[src/rtl/rbs_pkg.sv]
package rbs_pkg;

  // Coordinate format: signed fixed point, CW bits, FB of them fractional
  localparam int CW      = 32;
  localparam int FB      = 16;
  // Exact difference of corner and origin
  localparam int NUMW    = CW + 1;
  // Dividend width: difference magnitude scaled by 2^FB
  localparam int NW      = NUMW + FB;
  // Divider: operand stage, one stage per quotient bit, result stage
  localparam int DIV_LAT = NW + 2;
  // Slab merge: per-axis order, reduction, clamp and hit
  localparam int MRG_LAT = 3;
  localparam int LAT     = DIV_LAT + MRG_LAT;

  typedef logic signed [CW-1:0] coord_t;
  typedef logic [CW-2:0]        tenter_t;
  typedef logic [NW-1:0]        quo_t;

  localparam coord_t POS_MAX = {1'b0, {(CW-1){1'b1}}};
  localparam coord_t NEG_MIN = {1'b1, {(CW-1){1'b0}}};

endpackage

[src/rtl/rbs_merge.sv]
module rbs_merge (
  input  logic             clk,
  input  logic             en,
  input  rbs_pkg::coord_t  t0 [3],
  input  rbs_pkg::coord_t  t1 [3],
  output rbs_pkg::tenter_t t_enter,
  output rbs_pkg::coord_t  t_exit,
  output logic             hit
);
  import rbs_pkg::*;

  coord_t  mn_r [3];
  coord_t  mx_r [3];
  coord_t  ent_nxt, lv_nxt;
  coord_t  ent_r, lv_r;
  coord_t  ec;
  tenter_t ten_r;
  coord_t  tex_r;
  logic    hit_r;

  // Order the two slab distances per axis
  always_ff @(posedge clk) begin
    if (en) begin
      for (int a = 0; a < 3; a++) begin
        mn_r[a] <= (t0[a] < t1[a]) ? t0[a] : t1[a];
        mx_r[a] <= (t0[a] > t1[a]) ? t0[a] : t1[a];
      end
    end
  end

  // Reduce to entry and exit distances
  always_comb begin
    ent_nxt = (mn_r[0] > mn_r[1]) ? mn_r[0] : mn_r[1];
    ent_nxt = (ent_nxt > mn_r[2]) ? ent_nxt : mn_r[2];
    lv_nxt  = (mx_r[0] < mx_r[1]) ? mx_r[0] : mx_r[1];
    lv_nxt  = (lv_nxt < mx_r[2]) ? lv_nxt : mx_r[2];
  end

  always_ff @(posedge clk) begin
    if (en) begin
      ent_r <= ent_nxt;
      lv_r  <= lv_nxt;
    end
  end

  // Clamp entry at zero and decide hit
  assign ec = ent_r[CW-1] ? '0 : ent_r;

  always_ff @(posedge clk) begin
    if (en) begin
      ten_r <= ec[CW-2:0];
      tex_r <= lv_r;
      hit_r <= !((lv_r < ec) || (lv_r <= 0) || (ec == '0));
    end
  end

  assign t_enter = ten_r;
  assign t_exit  = tex_r;
  assign hit     = hit_r;

endmodule
[config.mk]
export PLATFORM = sky130hd
export DESIGN_NAME = rbs_merge
export DESIGN_NICKNAME = d
export VERILOG_FILES = /design/src/rtl/rbs_pkg.sv /design/src/rtl/rbs_merge.sv
export SDC_FILE = /design/constraint.sdc
export NUM_CORES = 1
export LEC_CHECK = 0
export ABC_AREA = 1
export BUFFER_PORTS_ARGS = -buffer_cell sky130_fd_sc_hd__buf_2
export CELL_PAD_IN_SITES_DETAIL_PLACEMENT = 1
export CELL_PAD_IN_SITES_GLOBAL_PLACEMENT = 2
export CORE_AREA = 4 4 238 240
export DETAILED_ROUTE_END_ITERATION = 16
export DIE_AREA = 0 0 242 244
export MAX_ROUTING_LAYER = met4
export PLACE_DENSITY = 0.82
export SLEW_MARGIN = 0
export SYNTH_ARGS = -nofsm -noshare
export SYNTH_HDL_FRONTEND = slang
export SYNTH_SLANG_ARGS = --single-unit
export TNS_END_PERCENT = 1
[constraint.sdc]
create_clock -name clk -period 5 [get_ports clk]
set_input_delay 0.25 -clock clk [delete_from_list [all_inputs] [get_ports clk]]
set_output_delay 0.25 -clock clk [all_outputs]
set_load 0.02 [all_outputs]
==> reports/results.ini <==
[floorplanning]
die_h_um = 244
rows = 86
ios = 258
core_um2 = 54700
die_w_um = 242
initial_core_util_pct = 36.7
dieArea_um2 = 59000

[synthesis]
syn_avg_cell_area_um2 = 9.32
yosys.area.top_type = edfxtp_1
synth_edf_count = 320
yosysTopAreaCellShare_pct = 47.9
ys.flop_type = edfxtp_1
ys_seq_area_share_pct = 47.9
ys_seq_elements = 320
synth_area_leaders = edfxtp_1 (48%), ha_1 (16%), nand2_1 (7.1%)
synth_area_um2 = 20100
synth.most_common_cell = nand2_1
syn_nets = 2601
yosys_warnings = 0
yosys-top-cells-count = nand2_1 (379), inv_1 (339), edfxtp_1 (320), ha_1 (252), a21oi_1 (215)
ys_async_sr_fraction_pct = 0
synth_cell_types = 42
netlist_instances = 2155

[route]
vias_per_cell = 5.13
wirelength_um = 61600
ant_nets = 0
wl_per_cell_um = 19.5
via_count = 16300
dr.first_iter.drc_count = 791
drc = 0
first_pass_iters = 5

[global_routing]
track_usage_pct = 20.9
grt_max_degree = 121
grt_pass1_wl_um = 94700
grt_pass1_vias = 17000
antenna_found_initial = 1
grt.overflow.total = 0

[final_layout]
final_nets = 2882
n_fill_cell = 6312
layout-drive-gt1-share_pct = 17.0
area_growth_pct = 18.4

[timing]
hold_viol = 0
rsz0062_at_grt = yes
setup_viol = 0
fmaxAchievable_mhz = 215
tightest_slew_ns = 0.900
period_share_pct = 92.9
layout_setup_ws_ns = 0.357
final.setup_skew_ns = 0.0364
fin_crit_ns = 4.64
relSlewSlack_pct = 39.4
slew_viol_final = 0

[critical_path]
path_buf_inv = 2
crit_required_ns = 5.41
slowest_stage = o21ai_0
cp_slowest_stage_delay_ns = 0.66
crit_chain = ha_1 -> nand2_2 -> nor2_2 -> nand2_1 -> inv_1 -> a21oi_2 -> nand2_2 -> nand2_1 -> nand2_1 -> buf_12 -> o21ai_0 -> ha_1 -> a21oi_1 -> o21ai_0 -> a211oi_2 -> nand2_4 -> nand2_4 -> nand3_1 -> nand2_1
start_kind = flip-flop
end_kind = flip-flop
crit_type = flip-flop to flip-flop
crit_fanout = 62
cp_common_cell = nand2_1
crit_arrival_ns = 5.05
crit_family = compound AO/OA/AOI/OAI gates

[clock_tree]
tritoncts = built
clkSinkCount = 320
h-tree-depth = 2
clk_path_buf_depth = 3
numCtsBuffers = 39
clkSlewWorstSetupHoldPaths_ns = 0.06
clock_latency_ns = 0.58
root_buffer = clkbuf_16

[power]
power_density_nw_per_um2 = 534
ir_drop_mv = 0.272
p_leak_nw = 11.1
power_mw = 12.7

[placed_design]
gp_congestion = 0.928
post-dp-hpwl_um = 49600
io_buffer_count = 257
post-place-ws_ns = -0.105

[run]
cap_violations = 0

[outcome]
status = completed

[worst_hold_path]
hp-class = primary input to flip-flop

-- path summary, 6_finish.rpt --
| check | from | endpoint | slack (ns) | cells after the start |
|---|---|---|---|---|
| setup / recovery | mx_r[0][31] | lv_r[0] | 0.36 | 19 |
| hold / removal | t1[70] | mx_r[0][6] | 0.02 | 3 |
| setup reg to reg | mx_r[0][31] | lv_r[0] | 0.36 | 19 |
| hold reg to reg | lv_r[0] | t_exit[0] | 0.51 | 0 |
-- worst register-to-register path, cell delays in order (launching register included) --
cell and delay (ns):
edfxtp_1 0.39, ha_1 0.45, nand2_2 0.13, nor2_2 0.05, nand2_1 0.14, inv_1 0.07
a21oi_2 0.28, nand2_2 0.10, nand2_1 0.10, nand2_1 0.09, buf_12 0.19, o21ai_0 0.69
ha_1 0.39, a21oi_1 0.14, o21ai_0 0.12, a211oi_2 0.45, nand2_4 0.14, nand2_4 0.33
nand3_1 0.13, nand2_1 0.11
-- metrics by stage --
| stage | setup TNS [ns] | instance area [µm²] | hold WS, ns | util [%] | std cells |
|---|---|---|---|---|---|
| after global placement | 0 | 22300 | 0.485 | 40.7 | 3083 |
| after global routing | -0.00822 | 23800 | 0.0135 | 43.5 | 3169 |
| after CTS | 0 | 23700 | 0.000403 | 43.3 | 3165 |
| after detailed placement | -0.958 | 22300 | 0.481 | 40.7 | 3083 |
| final | 0 | 23800 | 0.0194 | 43.5 | 3169 |
| after floorplan | 0 | 20100 | 0.362 | - | 2155 |
-- registers in the layout, summed over array words and instances (netlist names) --
register	cells
t_exit	32
mx_r	96
t_enter	31
ent_r	32
lv_r	32
mn_r	96
hit	1
-- routing by layer --
| layer | global-route usage, % | up-vias | wire (µm) |
|---|---|---|---|
| met5 | - | - | 0 |
| met4 | 6.32 | 0 | 1880 |
| met3 | 2.75 | 91 | 2180 |
| met2 | 33.2 | 322 | 28300 |
| met1 | 28.3 | 7847 | 29300 |
| li1 | - | 7991 | - |
-- power breakdown --
group	total, mW	internal, mW	switching [mW]
Combinational	5.31	1.86	3.45
Sequential	4.44	4.00	0.437
Clock	2.95	1.80	1.15
Total	12.7	7.66	5.04
-- area by class of cell --
cell class / count / area (µm²) / share of cell area [%]
Clock buffer: 46 / 1000 / 4.22
Sequential cell: 320 / 9610 / 40.4
Clock inverter: 23 / 302 / 1.27
Inverter: 340 / 1280 / 5.37
Timing Repair Buffer: 310 / 1830 / 7.69
Multi-Input combinational cell: 1425 / 8870 / 37.3
Tap cell: 704 / 881 / 3.70
Antenna cell: 1 / 2.50 / 0.0105
-- kinds of logic (layout without fill, tap and decap cells) --
logic type,after synthesis,count (layout),synth area share (%)
compound gates,481,481,12.7
xor+xnor,2,2,0.0873
fa+ha+maj,252,252,15.7
buf+inv,410,719,8.27
flops,320,320,47.9
other cells,0,1,0
simple gates,690,690,15.4
-- cell usage in the layout (no fill, tap or decap), types with 4 or more instances in the layout --
cell / synthesis / routed
nand2_1: 379 / 377
inv_1: 339 / 339
edfxtp_1: 320 / 320
buf_2: 22 / 256
ha_1: 252 / 252
a21oi_1: 215 / 214
o21ai_0: 187 / 184
nor2_1: 143 / 143
nand3_1: 55 / 54
o21ai_1: 38 / 41
clkbuf_16: 0 / 41
nand3_2: 34 / 35
buf_4: 0 / 35
nand4_1: 32 / 32
nor4_1: 24 / 22
nor3_1: 10 / 10
dlygate4sd3_1: 0 / 10
o211ai_1: 8 / 8
a211oi_1: 8 / 7
bufinv_16: 0 / 7
clkbuf_1: 39 / 7
clkinv_1: 1 / 6
nand2_2: 4 / 6
clkinv_2: 0 / 6
buf_12: 3 / 6
a21o_1: 4 / 4
-- what timing repair did --
item                                   4_1_cts  5_1_grt
endpoints found under the hold margin       11        0
buffers inserted                             3        1
setup endpoints to repair                   28       64
hold buffers                                10        0
gates resized for setup                      0        9
gates cloned                                 0        2
pin swaps                                    1        1
No activity file was read; power rests on OpenSTA's default activity.
